--- src/hw/rtl/aobm_pkg.sv ---
package aobm_pkg;

    // Default sizing of the bank
    localparam int VOICES_DEF       = 8;
    localparam int PHASE_BITS_DEF   = 24;
    localparam int SINE_DEPTH_DEF   = 256;

    // Configuration port
    localparam int CFG_INDEX_W      = 1;
    localparam int CFG_DATA_W       = 4;
    localparam logic [CFG_INDEX_W-1:0] REG_VOICE_COUNT = 1'b0;
    localparam logic [CFG_INDEX_W-1:0] REG_PLAY_ENABLE = 1'b1;

    // Item kind carried on tuser
    localparam logic KIND_TICK  = 1'b0;
    localparam logic KIND_WRITE = 1'b1;

    // Input field widths and tdata layout
    localparam int SLOT_W      = 3;
    localparam int SHAPE_W     = 2;
    localparam int STEP_W      = 24;
    localparam int GAIN_W      = 16;
    localparam int OFF_SLOT    = 0;
    localparam int OFF_SHAPE   = OFF_SLOT + SLOT_W;
    localparam int OFF_STEP    = OFF_SHAPE + SHAPE_W;
    localparam int OFF_GAIN    = OFF_STEP + STEP_W;
    localparam int OFF_CLEAR   = OFF_GAIN + GAIN_W;
    localparam int S_TDATA_W   = 48;

    // Sample arithmetic
    localparam int SAMPLE_W    = 16;
    localparam int SINE_W      = 15;
    localparam int Q_FRAC      = 15;
    localparam int PROD_W      = 33;
    localparam int DIV_RADIX_BITS = 4;
    localparam logic signed [SAMPLE_W-1:0] SAMPLE_MAX  = 16'sh7FFF;
    localparam logic signed [SAMPLE_W-1:0] SAMPLE_MIN  = 16'sh8000;
    localparam logic signed [SAMPLE_W-1:0] SQUARE_POS  = 16'sh7FFF;
    localparam logic signed [SAMPLE_W-1:0] SQUARE_NEG  = 16'sh8001;

    typedef enum logic [1:0] {
        SHAPE_SINE     = 2'd0,
        SHAPE_SQUARE   = 2'd1,
        SHAPE_TRIANGLE = 2'd2,
        SHAPE_SAW      = 2'd3
    } wave_shape_t;

    // Controller to datapath commands
    typedef struct packed {
        logic write_voice;
        logic acc_clear;
        logic issue;
        logic div_load;
        logic div_step;
        logic out_load;
        logic out_zero;
    } aobm_cmd_t;

    function automatic int acc_width(input int voices);
        return PROD_W + $clog2(voices + 1);
    endfunction

    function automatic int div_width(input int voices);
        return ((acc_width(voices) - Q_FRAC + DIV_RADIX_BITS - 1) / DIV_RADIX_BITS)
               * DIV_RADIX_BITS;
    endfunction

    // Quarter-wave entry i of a table of 2**lg entries, Q30 odd polynomial
    function automatic logic [SINE_W-1:0] sine_entry(input int unsigned i,
                                                     input int unsigned lg);
        logic [63:0] x;
        logic [63:0] x2;
        logic [63:0] t;
        logic [63:0] s;
        logic [63:0] r;
        x  = (64'(2 * i + 1) << 29) >> lg;
        x2 = (x * x) >> 30;
        t  = 64'd5026995;
        t  = 64'd85569306   - ((x2 * t) >> 30);
        t  = 64'd693598668  - ((x2 * t) >> 30);
        t  = 64'd1686629713 - ((x2 * t) >> 30);
        s  = (x * t) >> 30;
        if (s > (64'd1 << 30)) begin
            s = 64'd1 << 30;
        end
        r = (s * 64'd32767 + (64'd1 << 29)) >> 30;
        return r[SINE_W-1:0];
    endfunction

endpackage

--- src/hw/rtl/aobm_wave.sv ---
module aobm_wave #(
    parameter int PHASE_BITS       = aobm_pkg::PHASE_BITS_DEF,
    parameter int SINE_TABLE_DEPTH = aobm_pkg::SINE_DEPTH_DEF
) (
    input  logic [PHASE_BITS-1:0]              phase,
    input  logic [aobm_pkg::SHAPE_W-1:0]       shape,
    output logic signed [aobm_pkg::SAMPLE_W-1:0] wave
);

    localparam int LG = $clog2(SINE_TABLE_DEPTH);

    logic [aobm_pkg::SINE_W-1:0]   sine_rom [SINE_TABLE_DEPTH];
    logic [1:0]                    quad;
    logic [LG-1:0]                 sine_idx;
    logic [aobm_pkg::SINE_W-1:0]   sine_mag;
    logic signed [aobm_pkg::SAMPLE_W-1:0] sine_val;
    logic [PHASE_BITS+16:0]        tri_ext;
    logic [16:0]                   tri_u;
    logic signed [17:0]            tri_fall;
    logic signed [aobm_pkg::SAMPLE_W-1:0] tri_val;
    logic [PHASE_BITS+15:0]        saw_ext;
    logic [15:0]                   saw_u;

    for (genvar gi = 0; gi < SINE_TABLE_DEPTH; gi++) begin : g_rom
        assign sine_rom[gi] = aobm_pkg::sine_entry(gi, LG);
    end

    // Sine: quadrant from the top bits, mirror odd quadrants, negate the upper half
    assign quad     = phase[PHASE_BITS-1 -: 2];
    assign sine_idx = quad[0] ? ~phase[PHASE_BITS-3 -: LG] : phase[PHASE_BITS-3 -: LG];
    assign sine_mag = sine_rom[sine_idx];
    assign sine_val = quad[1] ? -$signed({1'b0, sine_mag}) : $signed({1'b0, sine_mag});

    assign tri_ext  = {phase, 17'd0};
    assign tri_u    = tri_ext[PHASE_BITS+16:PHASE_BITS];
    assign tri_fall = 18'sd65536 - $signed({1'b0, tri_u});

    always_comb begin
        if (!tri_u[16] && !tri_u[15]) begin
            tri_val = $signed(tri_u[15:0]);
        end else if (tri_u[16] && tri_u[15]) begin
            // upper quarter: plain two's complement of the 17-bit ramp
            tri_val = $signed(tri_u[15:0]);
        end else if (tri_fall == 18'sd32768) begin
            tri_val = aobm_pkg::SAMPLE_MAX;
        end else begin
            tri_val = tri_fall[15:0];
        end
    end

    assign saw_ext = {phase, 16'd0};
    assign saw_u   = saw_ext[PHASE_BITS+15:PHASE_BITS];

    always_comb begin
        case (aobm_pkg::wave_shape_t'(shape))
            aobm_pkg::SHAPE_SINE: begin
                wave = sine_val;
            end
            aobm_pkg::SHAPE_SQUARE: begin
                wave = phase[PHASE_BITS-1] ? aobm_pkg::SQUARE_NEG : aobm_pkg::SQUARE_POS;
            end
            aobm_pkg::SHAPE_TRIANGLE: begin
                wave = tri_val;
            end
            aobm_pkg::SHAPE_SAW: begin
                wave = $signed({~saw_u[15], saw_u[14:0]});
            end
            default: begin
                wave = '0;
            end
        endcase
    end

endmodule

--- src/hw/rtl/aobm_datapath.sv ---
module aobm_datapath #(
    parameter int VOICES           = aobm_pkg::VOICES_DEF,
    parameter int PHASE_BITS       = aobm_pkg::PHASE_BITS_DEF,
    parameter int SINE_TABLE_DEPTH = aobm_pkg::SINE_DEPTH_DEF,
    localparam int VIDX_W          = (VOICES > 1) ? $clog2(VOICES) : 1,
    localparam int CNT_W           = $clog2(VOICES + 1)
) (
    input  logic                                aclk,
    input  logic                                aresetn,
    input  aobm_pkg::aobm_cmd_t                 cmd,
    input  logic [VIDX_W-1:0]                   voice_sel,
    input  logic [CNT_W-1:0]                    divisor,
    input  logic [aobm_pkg::SLOT_W-1:0]         wr_slot,
    input  logic [aobm_pkg::SHAPE_W-1:0]        wr_shape,
    input  logic [aobm_pkg::STEP_W-1:0]         wr_step,
    input  logic [aobm_pkg::GAIN_W-1:0]         wr_gain,
    input  logic                                wr_clear,
    output logic                                pipe_busy,
    output logic signed [aobm_pkg::SAMPLE_W-1:0] sample
);

    localparam int ACC_W  = aobm_pkg::acc_width(VOICES);
    localparam int DIV_W  = aobm_pkg::div_width(VOICES);
    localparam int SLOT_X = ((aobm_pkg::SLOT_W > VIDX_W) ? aobm_pkg::SLOT_W : VIDX_W) + 1;

    logic [PHASE_BITS-1:0]          phase_reg [VOICES];
    logic [PHASE_BITS-1:0]          step_reg  [VOICES];
    logic [aobm_pkg::SHAPE_W-1:0]   shape_reg [VOICES];
    logic [aobm_pkg::GAIN_W-1:0]    gain_reg  [VOICES];

    logic                           slot_ok;
    logic [VIDX_W-1:0]              wr_idx;
    logic signed [aobm_pkg::SAMPLE_W-1:0] wave;

    logic                           va_reg;
    logic                           vb_reg;
    logic signed [aobm_pkg::SAMPLE_W-1:0] w_reg;
    logic [aobm_pkg::GAIN_W-1:0]    g_reg;
    logic signed [aobm_pkg::PROD_W-1:0] prod_next;
    logic signed [aobm_pkg::PROD_W-1:0] prod_reg;
    logic signed [ACC_W-1:0]        acc_reg;
    logic signed [ACC_W-1:0]        acc_next;
    logic [ACC_W-1:0]               acc_abs;

    logic [DIV_W-1:0]               quo_reg;
    logic [DIV_W-1:0]               quo_next;
    logic [CNT_W-1:0]               rem_reg;
    logic [CNT_W-1:0]               rem_next;
    logic                           neg_reg;
    logic [DIV_W-1:0]               q_work;
    logic [CNT_W-1:0]               r_work;
    logic [CNT_W:0]                 r_wide;

    logic signed [aobm_pkg::SAMPLE_W-1:0] sat_val;
    logic signed [aobm_pkg::SAMPLE_W-1:0] sample_reg;

    assign slot_ok = SLOT_X'(wr_slot) < SLOT_X'(VOICES);
    assign wr_idx  = VIDX_W'(wr_slot);

    // Voice settings and phases
    always_ff @(posedge aclk) begin
        if (!aresetn) begin
            for (int v = 0; v < VOICES; v++) begin
                phase_reg[v] <= '0;
                step_reg[v]  <= '0;
                shape_reg[v] <= '0;
                gain_reg[v]  <= '0;
            end
        end else begin
            if (cmd.write_voice && slot_ok) begin
                shape_reg[wr_idx] <= wr_shape;
                step_reg[wr_idx]  <= PHASE_BITS'(wr_step);
                gain_reg[wr_idx]  <= wr_gain;
                if (wr_clear) begin
                    phase_reg[wr_idx] <= '0;
                end
            end
            if (cmd.issue) begin
                phase_reg[voice_sel] <= phase_reg[voice_sel] + step_reg[voice_sel];
            end
        end
    end

    aobm_wave #(
        .PHASE_BITS       (PHASE_BITS),
        .SINE_TABLE_DEPTH (SINE_TABLE_DEPTH)
    ) u_wave (
        .phase (phase_reg[voice_sel]),
        .shape (shape_reg[voice_sel]),
        .wave  (wave)
    );

    // Three-stage multiply-accumulate: wave, product, sum
    assign prod_next = $signed(aobm_pkg::PROD_W'(w_reg))
                     * $signed(aobm_pkg::PROD_W'({1'b0, g_reg}));
    assign acc_next  = acc_reg + ACC_W'(prod_reg);
    assign pipe_busy = va_reg | vb_reg;

    always_ff @(posedge aclk) begin
        if (!aresetn) begin
            va_reg <= 1'b0;
            vb_reg <= 1'b0;
        end else begin
            va_reg <= cmd.issue;
            vb_reg <= va_reg;
        end
    end

    always_ff @(posedge aclk) begin
        w_reg    <= wave;
        g_reg    <= gain_reg[voice_sel];
        prod_reg <= prod_next;
        if (cmd.acc_clear) begin
            acc_reg <= '0;
        end else if (vb_reg) begin
            acc_reg <= acc_next;
        end
    end

    // Divide |sum| >> 15 by the voice count, four quotient bits a cycle
    assign acc_abs = acc_reg[ACC_W-1] ? ACC_W'(-acc_reg) : ACC_W'(acc_reg);

    always_comb begin
        q_work = quo_reg;
        r_work = rem_reg;
        r_wide = '0;
        for (int i = 0; i < aobm_pkg::DIV_RADIX_BITS; i++) begin
            r_wide = {r_work, q_work[DIV_W-1]};
            q_work = {q_work[DIV_W-2:0], 1'b0};
            if (r_wide >= {1'b0, divisor}) begin
                r_wide    = r_wide - {1'b0, divisor};
                q_work[0] = 1'b1;
            end
            r_work = r_wide[CNT_W-1:0];
        end
        quo_next = q_work;
        rem_next = r_work;
    end

    always_ff @(posedge aclk) begin
        if (cmd.div_load) begin
            quo_reg <= DIV_W'(acc_abs >> aobm_pkg::Q_FRAC);
            rem_reg <= '0;
            neg_reg <= acc_reg[ACC_W-1];
        end else if (cmd.div_step) begin
            quo_reg <= quo_next;
            rem_reg <= rem_next;
        end
    end

    // Saturate the signed quotient to 16 bits
    always_comb begin
        if (!neg_reg) begin
            sat_val = (quo_reg > DIV_W'(32767)) ? aobm_pkg::SAMPLE_MAX
                                                : $signed(quo_reg[15:0]);
        end else begin
            sat_val = (quo_reg > DIV_W'(32768)) ? aobm_pkg::SAMPLE_MIN
                                                : -$signed(quo_reg[15:0]);
        end
    end

    always_ff @(posedge aclk) begin
        if (!aresetn) begin
            sample_reg <= '0;
        end else if (cmd.out_load) begin
            sample_reg <= cmd.out_zero ? '0 : sat_val;
        end
    end

    assign sample = sample_reg;

endmodule

--- src/hw/rtl/aobm_ctrl.sv ---
module aobm_ctrl #(
    parameter int VOICES  = aobm_pkg::VOICES_DEF,
    localparam int VIDX_W = (VOICES > 1) ? $clog2(VOICES) : 1,
    localparam int CNT_W  = $clog2(VOICES + 1)
) (
    input  logic                                aclk,
    input  logic                                aresetn,
    input  logic                                s_tvalid,
    output logic                                s_tready,
    input  logic                                s_kind,
    input  logic                                cfg_we,
    input  logic [aobm_pkg::CFG_INDEX_W-1:0]    cfg_index,
    input  logic [aobm_pkg::CFG_DATA_W-1:0]     cfg_data,
    output logic                                m_tvalid,
    input  logic                                m_tready,
    input  logic                                pipe_busy,
    output aobm_pkg::aobm_cmd_t                 cmd,
    output logic [VIDX_W-1:0]                   voice_sel,
    output logic [CNT_W-1:0]                    divisor
);

    localparam int DIV_ITER = aobm_pkg::div_width(VOICES) / aobm_pkg::DIV_RADIX_BITS;
    localparam int ITER_W   = (DIV_ITER > 1) ? $clog2(DIV_ITER) : 1;

    typedef enum logic [4:0] {
        ST_IDLE  = 5'b00001,
        ST_RUN   = 5'b00010,
        ST_DRAIN = 5'b00100,
        ST_DIV   = 5'b01000,
        ST_DONE  = 5'b10000
    } state_t;

    state_t                         state_reg;
    state_t                         state_next;
    logic [aobm_pkg::CFG_DATA_W-1:0] count_reg;
    logic                           play_reg;
    logic [VIDX_W-1:0]              voice_reg;
    logic [VIDX_W-1:0]              voice_next;
    logic [ITER_W-1:0]              iter_reg;
    logic [ITER_W-1:0]              iter_next;
    logic                           zero_reg;
    logic                           zero_next;
    logic                           m_valid_reg;
    logic [4:0]                     count_ext;
    logic [CNT_W-1:0]               n_eff;
    logic                           accept;
    logic                           last_voice;

    // A count above the bank acts as the bank size
    assign count_ext = 5'(count_reg);
    assign n_eff     = (count_ext > 5'(VOICES)) ? CNT_W'(VOICES) : CNT_W'(count_ext);

    assign s_tready   = (state_reg == ST_IDLE);
    assign accept     = s_tvalid && s_tready;
    assign last_voice = (CNT_W'(voice_reg) + CNT_W'(1)) == n_eff;

    always_ff @(posedge aclk) begin
        if (!aresetn) begin
            count_reg <= '0;
            play_reg  <= 1'b0;
        end else if (cfg_we) begin
            case (cfg_index)
                aobm_pkg::REG_VOICE_COUNT: begin
                    count_reg <= cfg_data;
                end
                aobm_pkg::REG_PLAY_ENABLE: begin
                    play_reg <= cfg_data[0];
                end
                default: begin
                    count_reg <= count_reg;
                end
            endcase
        end
    end

    always_comb begin
        state_next = state_reg;
        voice_next = voice_reg;
        iter_next  = iter_reg;
        zero_next  = zero_reg;
        cmd        = '0;
        case (state_reg)
            ST_IDLE: begin
                if (accept) begin
                    if (s_kind == aobm_pkg::KIND_WRITE) begin
                        cmd.write_voice = 1'b1;
                    end else if (play_reg && (n_eff != '0)) begin
                        cmd.acc_clear = 1'b1;
                        voice_next    = '0;
                        zero_next     = 1'b0;
                        state_next    = ST_RUN;
                    end else begin
                        zero_next  = 1'b1;
                        state_next = ST_DONE;
                    end
                end
            end
            ST_RUN: begin
                cmd.issue = 1'b1;
                if (last_voice) begin
                    state_next = ST_DRAIN;
                end else begin
                    voice_next = voice_reg + VIDX_W'(1);
                end
            end
            ST_DRAIN: begin
                // wait for the last product to reach the accumulator
                if (!pipe_busy) begin
                    cmd.div_load = 1'b1;
                    iter_next    = '0;
                    state_next   = ST_DIV;
                end
            end
            ST_DIV: begin
                cmd.div_step = 1'b1;
                if (iter_reg == ITER_W'(DIV_ITER - 1)) begin
                    state_next = ST_DONE;
                end else begin
                    iter_next = iter_reg + ITER_W'(1);
                end
            end
            ST_DONE: begin
                // hold until the output register is free
                if (!m_valid_reg || m_tready) begin
                    cmd.out_load = 1'b1;
                    cmd.out_zero = zero_reg;
                    state_next   = ST_IDLE;
                end
            end
            default: begin
                state_next = ST_IDLE;
            end
        endcase
    end

    always_ff @(posedge aclk) begin
        if (!aresetn) begin
            state_reg   <= ST_IDLE;
            voice_reg   <= '0;
            iter_reg    <= '0;
            zero_reg    <= 1'b0;
            m_valid_reg <= 1'b0;
        end else begin
            state_reg <= state_next;
            voice_reg <= voice_next;
            iter_reg  <= iter_next;
            zero_reg  <= zero_next;
            if (cmd.out_load) begin
                m_valid_reg <= 1'b1;
            end else if (m_tready) begin
                m_valid_reg <= 1'b0;
            end
        end
    end

    assign m_tvalid  = m_valid_reg;
    assign voice_sel = voice_reg;
    assign divisor   = n_eff;

`ifndef SYNTHESIS
    a_no_overwrite: assert property (@(posedge aclk) disable iff (!aresetn)
        cmd.out_load |-> (!m_valid_reg || m_tready))
        else $error("result register overwritten while pending");

    a_issue_in_range: assert property (@(posedge aclk) disable iff (!aresetn)
        cmd.issue |-> (CNT_W'(voice_reg) < n_eff))
        else $error("voice issued beyond active count");

    a_div_after_drain: assert property (@(posedge aclk) disable iff (!aresetn)
        cmd.div_load |-> !pipe_busy)
        else $error("divider loaded before accumulation finished");

    a_result_from_done: assert property (@(posedge aclk) disable iff (!aresetn)
        $rose(m_valid_reg) |-> $past(state_reg == ST_DONE))
        else $error("result raised outside completion state");
`endif

endmodule

--- src/hw/rtl/additive_oscillator_bank_mixer_core.sv ---
// Additive oscillator bank: up to VOICES phase-accumulator voices mixed into
// one signed Q1.15 sample stream.
// Input channel (s_): s_tuser selects the item kind, 0 a sample tick, 1 a
// voice write. A write loads one voice's shape, phase step and gain (and can
// zero its phase) in the cycle it transfers and produces no output.
// A tick produces one sample on the m_ channel. With play on and n active
// voices, a tick steps each voice in turn through the shared
// wave/multiply/accumulate pipeline, drains it, runs the divider (four
// quotient bits a cycle) and then loads the output register. A silent tick
// (play off or no active voice) only loads a zero sample.
// One item is worked on at a time; s_tready is high only while the block is
// idle, and it stays high while a finished sample waits on m_tvalid.
// Ticks can thus transfer only once the previous item is done, writes one
// per cycle while the block is idle.
// If the receiver stalls, the sample holds in the output register and the
// next tick finishes and waits until that sample is taken.
// Configuration writes (voice_count, play_enable) are registered and are
// meant for idle periods only.
// Reset clears all voice settings and phases, the control registers and the output.
module additive_oscillator_bank_mixer_core #(
    parameter int VOICES           = aobm_pkg::VOICES_DEF,
    parameter int PHASE_BITS       = aobm_pkg::PHASE_BITS_DEF,
    parameter int SINE_TABLE_DEPTH = aobm_pkg::SINE_DEPTH_DEF
) (
    input  logic                                 aclk,
    input  logic                                 aresetn,
    input  logic                                 s_tvalid,
    output logic                                 s_tready,
    // voice_index, wave_shape, phase_step, gain, clear_phase (then zero fill)
    input  logic [aobm_pkg::S_TDATA_W-1:0]       s_tdata,
    // kind
    input  logic                                 s_tuser,
    output logic                                 m_tvalid,
    input  logic                                 m_tready,
    // sample
    output logic [aobm_pkg::SAMPLE_W-1:0]        m_tdata,
    input  logic                                 cfg_we,
    input  logic [aobm_pkg::CFG_INDEX_W-1:0]     cfg_index,
    input  logic [aobm_pkg::CFG_DATA_W-1:0]      cfg_data
);

    localparam int VIDX_W = (VOICES > 1) ? $clog2(VOICES) : 1;
    localparam int CNT_W  = $clog2(VOICES + 1);

    aobm_pkg::aobm_cmd_t                  cmd;
    logic                                 pipe_busy;
    logic [VIDX_W-1:0]                    voice_sel;
    logic [CNT_W-1:0]                     divisor;
    logic signed [aobm_pkg::SAMPLE_W-1:0] sample;

    aobm_ctrl #(
        .VOICES (VOICES)
    ) u_ctrl (
        .aclk      (aclk),
        .aresetn   (aresetn),
        .s_tvalid  (s_tvalid),
        .s_tready  (s_tready),
        .s_kind    (s_tuser),
        .cfg_we    (cfg_we),
        .cfg_index (cfg_index),
        .cfg_data  (cfg_data),
        .m_tvalid  (m_tvalid),
        .m_tready  (m_tready),
        .pipe_busy (pipe_busy),
        .cmd       (cmd),
        .voice_sel (voice_sel),
        .divisor   (divisor)
    );

    aobm_datapath #(
        .VOICES           (VOICES),
        .PHASE_BITS       (PHASE_BITS),
        .SINE_TABLE_DEPTH (SINE_TABLE_DEPTH)
    ) u_datapath (
        .aclk      (aclk),
        .aresetn   (aresetn),
        .cmd       (cmd),
        .voice_sel (voice_sel),
        .divisor   (divisor),
        .wr_slot   (s_tdata[aobm_pkg::OFF_SLOT  +: aobm_pkg::SLOT_W]),
        .wr_shape  (s_tdata[aobm_pkg::OFF_SHAPE +: aobm_pkg::SHAPE_W]),
        .wr_step   (s_tdata[aobm_pkg::OFF_STEP  +: aobm_pkg::STEP_W]),
        .wr_gain   (s_tdata[aobm_pkg::OFF_GAIN  +: aobm_pkg::GAIN_W]),
        .wr_clear  (s_tdata[aobm_pkg::OFF_CLEAR]),
        .pipe_busy (pipe_busy),
        .sample    (sample)
    );

    assign m_tdata = sample;

endmodule
--- config.mk ---
export PLATFORM = sky130hd
export DESIGN_NAME = additive_oscillator_bank_mixer_core
export DESIGN_NICKNAME = d
export VERILOG_FILES = /design/src/hw/rtl/aobm_pkg.sv /design/src/hw/rtl/aobm_wave.sv /design/src/hw/rtl/aobm_datapath.sv /design/src/hw/rtl/aobm_ctrl.sv /design/src/hw/rtl/additive_oscillator_bank_mixer_core.sv
export SDC_FILE = /design/constraint.sdc
export NUM_CORES = 2
export LEC_CHECK = 0
export BUFFER_PORTS_ARGS = -buffer_cell sky130_fd_sc_hd__buf_2
export CAP_MARGIN = 20
export CORE_MARGIN = 8
export CORE_UTILIZATION = 50
export DETAILED_ROUTE_END_ITERATION = 8
export PLACE_DENSITY = 0.66
export SETUP_SLACK_MARGIN = 0.15
export SYNTH_ARGS = -nofsm -noshare
export SYNTH_HDL_FRONTEND = slang
export SYNTH_SLANG_ARGS = --single-unit
--- constraint.sdc ---
create_clock -name aclk -period 7.8 [get_ports aclk]
set_clock_uncertainty 0.1 [all_clocks]
set_input_delay 0.39 -clock aclk [delete_from_list [all_inputs] [get_ports aclk]]
set_output_delay 0.39 -clock aclk [all_outputs]
set_load 0.01 [all_outputs]
Word level (Yosys, flattened, before mapping) --
Memory sizes are Yosys's and may differ from the RTL's. A register that Yosys moved wholly into a read port is not among the register bits. Index checks and enable logic that the tools add are counted.
Word-level totals: register bits after elaboration 151, output and inout bits 18, memories 5, bits in read-only memories 3840, bits in writable memories 528, input port bits 59, word-level logic and storage cells 182
Memory list:
- (no name shown) | depth 256, width 15, read ports 1, clocked after memory_dff 0, write ports 0, line aobm_wave.sv:31 | assign sine_mag = sine_rom[sine_idx];
- u_datapath.phase_reg | depth 8, width 24, read ports 1, clocked after memory_dff 1, write ports 8, line aobm_datapath.sv:26 | logic [PHASE_BITS-1:0] phase_reg [VOICES];
- u_datapath.step_reg | depth 8, width 24, read ports 1, clocked after memory_dff 1, write ports 8, line aobm_datapath.sv:27 | logic [PHASE_BITS-1:0] step_reg [VOICES];
- u_datapath.gain_reg | depth 8, width 16, read ports 1, clocked after memory_dff 1, write ports 8, line aobm_datapath.sv:29 | logic [aobm_pkg::GAIN_W-1:0] gain_reg [VOICES];
- u_datapath.shape_reg | depth 8, width 2, read ports 1, clocked after memory_dff 1, write ports 8, line aobm_datapath.sv:28 | logic [aobm_pkg::SHAPE_W-1:0] shape_reg [VOICES];
Operators by class: eq/ne operators 20, add/subtract/negate cells 13, $lt $le $gt $ge 8, bitwise operators 6, multipliers 1, mux-type cells 87, reductions and logical operators 25
Operator list (count):
- $mux W16 | 10
- $mux W24 | 3
- $reduce_or A24 Y1 | 3
- $pmux W16 S4 | 1
- $mux W3 | 17
- $mux W22 | 2
- $add A37 B33 Y37 | 1
- $mux W37 | 1
- $neg A37 Y37 | 1
- $mux W5 | 7
- $mul A16 B17 Y33 | 1
- $mux W1 | 30
- $mux W15 | 2
- $pmux W5 S5 | 1
- $add A24 B24 Y24 | 1
- $gt A24 B15 Y1 const B | 1
- $gt A24 B16 Y1 const B | 1
- $ge A5 B4 Y1 | 4
- $mux W4 | 5
- $eq A18 B17 Y1 const B | 1
- $sub A17 B17 Y18 const A | 1
- $neg A15 Y16 | 1
- $neg A16 Y16 | 1
- $reduce_or A16 Y1 | 1
- other kinds (34) | 63

Longest topological paths before layout --
depth in word-level cells 14, depth in mapped cells 33

By module --
Synthesis repeated with hierarchy kept, for this count alone.
Second synthesis, totals: cells, all modules 5221, area, all modules 49855.3 µm²
Modules (own cells, without submodules):
- aobm_datapath | times used 1, sequential area each 19068.3 µm², area each 39820.7 µm², cells an instance 3624
- aobm_wave | times used 1, sequential area each 0.0 µm², area each 9006.1 µm², cells an instance 1475
- aobm_ctrl | times used 1, sequential area each 360.3 µm², area each 1028.5 µm², cells an instance 122

Least setup slack after synthesis --
No wires, ideal clock.
path type reg-to-reg, from reg u_datapath.g_reg[10] (netlist name) (read register of u_datapath.gain_reg), to reg u_datapath.prod_reg[32] (netlist name), library setup time 0.115 ns, setup slack 1.082 ns, arrival 6.502 ns, clock period less this slack 6.718 ns, cell stages (with the launch flop) 23, path through dfxtp_1 -> clkbuf_1 -> nand2_1 -> fa_1 -> inv_1 -> fa_1 -> inv_1 -> fa_1 -> fa_1 -> inv_1 -> fa_1 -> fa_1 -> ha_1 -> a21o_1 -> a21oi_1 -> o21ai_0 -> a211o_1 -> a2111oi_0 -> o21ai_0 -> a221oi_1 -> o21ai_0 -> mux2i_1 -> and3_1
Between the ends: longest elaborated chain between the ends 1
RTL lines:
- start: declaration | line aobm_datapath.sv:38 | logic [aobm_pkg::GAIN_W-1:0] g_reg;
- $mul A16 B17 Y33 | line aobm_datapath.sv:95 | * $signed(aobm_pkg::PROD_W'({1'b0, g_reg}));
- net u_datapath.prod_next (one bit) | line aobm_datapath.sv:39 | logic signed [aobm_pkg::PROD_W-1:0] prod_next;
- end signal: assignment | line aobm_datapath.sv:112 | prod_reg <= prod_next;
- end: declaration | line aobm_datapath.sv:40 | logic signed [aobm_pkg::PROD_W-1:0] prod_reg;
The timed path passes the listed nets, and every way through them passes these cells. A chain may end at the register's enable or synchronous reset.

Worst setup path after layout --
from reg u_datapath.w_reg[2] (netlist name), to reg u_datapath.prod_reg[32] (netlist name)
Between the ends: longest elaborated chain between the ends 1
RTL lines:
- start: declaration | line aobm_datapath.sv:37 | logic signed [aobm_pkg::SAMPLE_W-1:0] w_reg;
- start signal: assignment | line aobm_datapath.sv:110 | w_reg <= wave;
- $mul A16 B17 Y33 | line aobm_datapath.sv:95
- net u_datapath.prod_next (one bit) | line aobm_datapath.sv:39
The timed path passes the listed nets, and every way through them passes these cells.

==> impl_metrics.ini <==
[run_status]
status = complete, no violations

[routing]
vias = 37100
final_antenna_net_count = 0
via_per_inst = 6.09
drt_iter0_drc = 4596
drt_wl_total_mm = 145
drc_errors = 0
dr.pass1.iters = 8
post_drt_wl_per_cell_microns = 23.9

[cells_and_area]
final_cell_mix = 551 x edfxtp_1, 500 x nand2_1, 411 x nor2_1, 365 x and2_1, 317 x inv_1
fin_nets = 5236
areaGrowthSynthToFinish_pct = 10.4
drive_gt1_share_pct = 11.3
final_common_cell = edfxtp_1
fin_util_pct = 55.5

[worst_setup_path]
critPathLaunchType = flop
crit_type = reg2reg
cp-end-kind = flop
r2r_slack_ns = 0.53
crit_path_max_fanout = 16
arrival_ns = 7.68
required_ns = 8.22

[logic_synthesis]
synth_edf_count = 551
ys_seq_area_share_pct = 40.2
synth_compound_area_share_pct = 10.8
synth_nets = 5178
synthSimpleGateAreaFrac_pct = 17.8
ys_warn_count = 0
synthMuxAreaShare_pct = 8.82
ys.flop_type = edfxtp_1
yosysUniqueCellTypes = 96
synth_xor_area_share_pct = 3.02
syn_inst = 4684
async_reset_ff_share_pct = 0
synth_top_family_by_area = simple AND/OR/NAND/NOR gates
synth_area_per_cell_sq_um = 10.3
syn-cell-area_sq_um = 48400
synth_seq_cells = 698
synth_adder_area_share_pct = 14.4

[timing]
timing_hold_violations_final = 0
tns_ns = 0
worstMarginPinSlew_ns = 1.24
setup-violations-final = 0
slew_headroom_pct = 16.3
period_minus_slack_ns = 7.27
grt_setup_unrepaired = false
slew_violations = 0
period_share_pct = 93.2
clock.fmax_mhz = 138

[die]
die_h_microns = 327
pin_count = 77
core.rowCount = 114
floorplan.initialDensity_pct = 50.3
core_area_sq_um = 96300
die_width_microns = 327
dieArea_sq_um = 107000

[global_routing]
grt_pass1_vias = 36400
grt-ovfl-total = 0
grtUsageTotal_pct = 26.4
grt_max_degree = 85
antenna_found_initial = 6
grt_first_pass_wirelength_mm = 220

[clocking]
numCtsBuffers = 77
clk_pin_slew_ns = 0.06
post_cts_buffers = 0
cts_num_sinks = 698
htreeDepth = 3
clock_latency_ns = 0.64
cts_tree = yes
ctsRootBufferMaster = clkbuf_16
clock_path_buffers = 3

[placement]
port_buffers = 74
gp_congestion = 1.03
dp_hpwl_mm = 99.5

[flow_run]
cap_violations = 0

[power_and_ir_drop]
leakagePower_nw = 21.6
ir_drop_mv = 0.371
power_density_nw_per_um2 = 289

[hold_path]
min_path_type = in2reg
==> power breakdown <==
group / switching (mW) / internal, mW
sequential: 0.265 / 4.39
combinational: 4.07 / 3.06
clock: 1.52 / 2.11
==> synthesized netlist by cell type, types with 88 or more instances <==
cell type / number / area, sq um
a21oi_1: 199 / 996
nand2_1: 500 / 1880
dfxtp_1: 147 / 2940
nand3_1: 88 / 440
o21ai_0: 170 / 851
edfxtp_1: 551 / 16500
inv_1: 317 / 1190
and2_1: 365 / 2280
ha_1: 232 / 2900
and3_1: 104 / 651
xnor2_1: 91 / 797
fa_1: 203 / 4060
nor2_1: 419 / 1570
mux4_2: 142 / 3200
clkbuf_1: 186 / 698
==> kinds of logic (layout without fill, tap and decap cells) <==
logic type | count (synthesis) | count (layout)
AO/OA/AOI/OAI | 796 | 796
AND/OR/NAND/NOR | 1756 | 1756
buffers and inverters | 595 | 713
multiplexers | 239 | 239
flip-flops | 698 | 698
XOR/XNOR | 165 | 165
adder cells (fa/ha/maj) | 435 | 435
other | 0 | 5
==> final timing paths <==
kind                         start                   endpoint  depth (start not counted)
max            u_datapath.w_reg[2]    u_datapath.prod_reg[32]                         23
min                     s_tdata[9]  u_datapath.step_reg[2][4]                          2
max reg2reg    u_datapath.w_reg[2]    u_datapath.prod_reg[32]                         23
min reg2reg  u_datapath.sample[15]      u_datapath.sample[15]                          2
==> cell type report <==
| type | count | area [sq um] |
|---|---|---|
| diodes | 5 | 12.5 |
| clock buffers | 109 | 2160 |
| clock inverters | 30 | 354 |
| fillers | 8345 | 42800 |
| inverters | 327 | 1230 |
| multi-input cells | 3391 | 26800 |
| flip-flops and latches | 698 | 19500 |
| well taps | 1276 | 1600 |
| repair buffers | 247 | 1820 |
==> stage by stage <==
step	power (mW)	hold slack [ns]	worst slack, ns	area [sq um]	instances
6_report	15.4	0.0410	0.532	53400	6083
5_1_grt	16.6	0.0282	0.175	53400	6079
4_1_cts	15.5	0.00108	0.461	53400	6076
3_5_place_dp	11.8	0.361	0.520	50400	5892
3_3_place_gp	11.7	0.351	0.601	50400	5891
2_1_floorplan	10.0	0.327	1.08	48400	4684
==> critical path, cell delays in order (launching register included) <==
cell and delay, ns:
dfxtp_1 0.73, nand2_1 0.17, fa_1 0.53, inv_1 0.05, fa_1 0.54, inv_1 0.06
fa_1 0.48, fa_1 0.55, inv_1 0.05, fa_1 0.50, fa_1 0.49, ha_1 0.36
a21o_1 0.18, a21oi_1 0.19, o21ai_0 0.14, a211o_1 0.36, a2111oi_0 0.43, buf_4 0.19
o21ai_0 0.11, a221oi_1 0.31, buf_4 0.19, o21ai_0 0.15, mux2i_1 0.15, and3_1 0.15
==> metal layers <==
metal	wire, microns	global-route usage, %	up-vias	part of all wire (%)
met5	16	0	-	0.011
met4	6000	10.0	2	4.1
met3	12600	4.54	377	8.7
met2	68300	43.3	1797	47
met1	58400	35.0	18100	40
li1	-	-	16700	-
==> timing repair <==
item / in CTS / in global routing
resized for setup: 0 / 0
endpoints found under the hold margin: 221 / 0
hold buffers: 45 / 0
setup endpoints to repair: 0 / 0
Power figures use the tool's default switching activity.
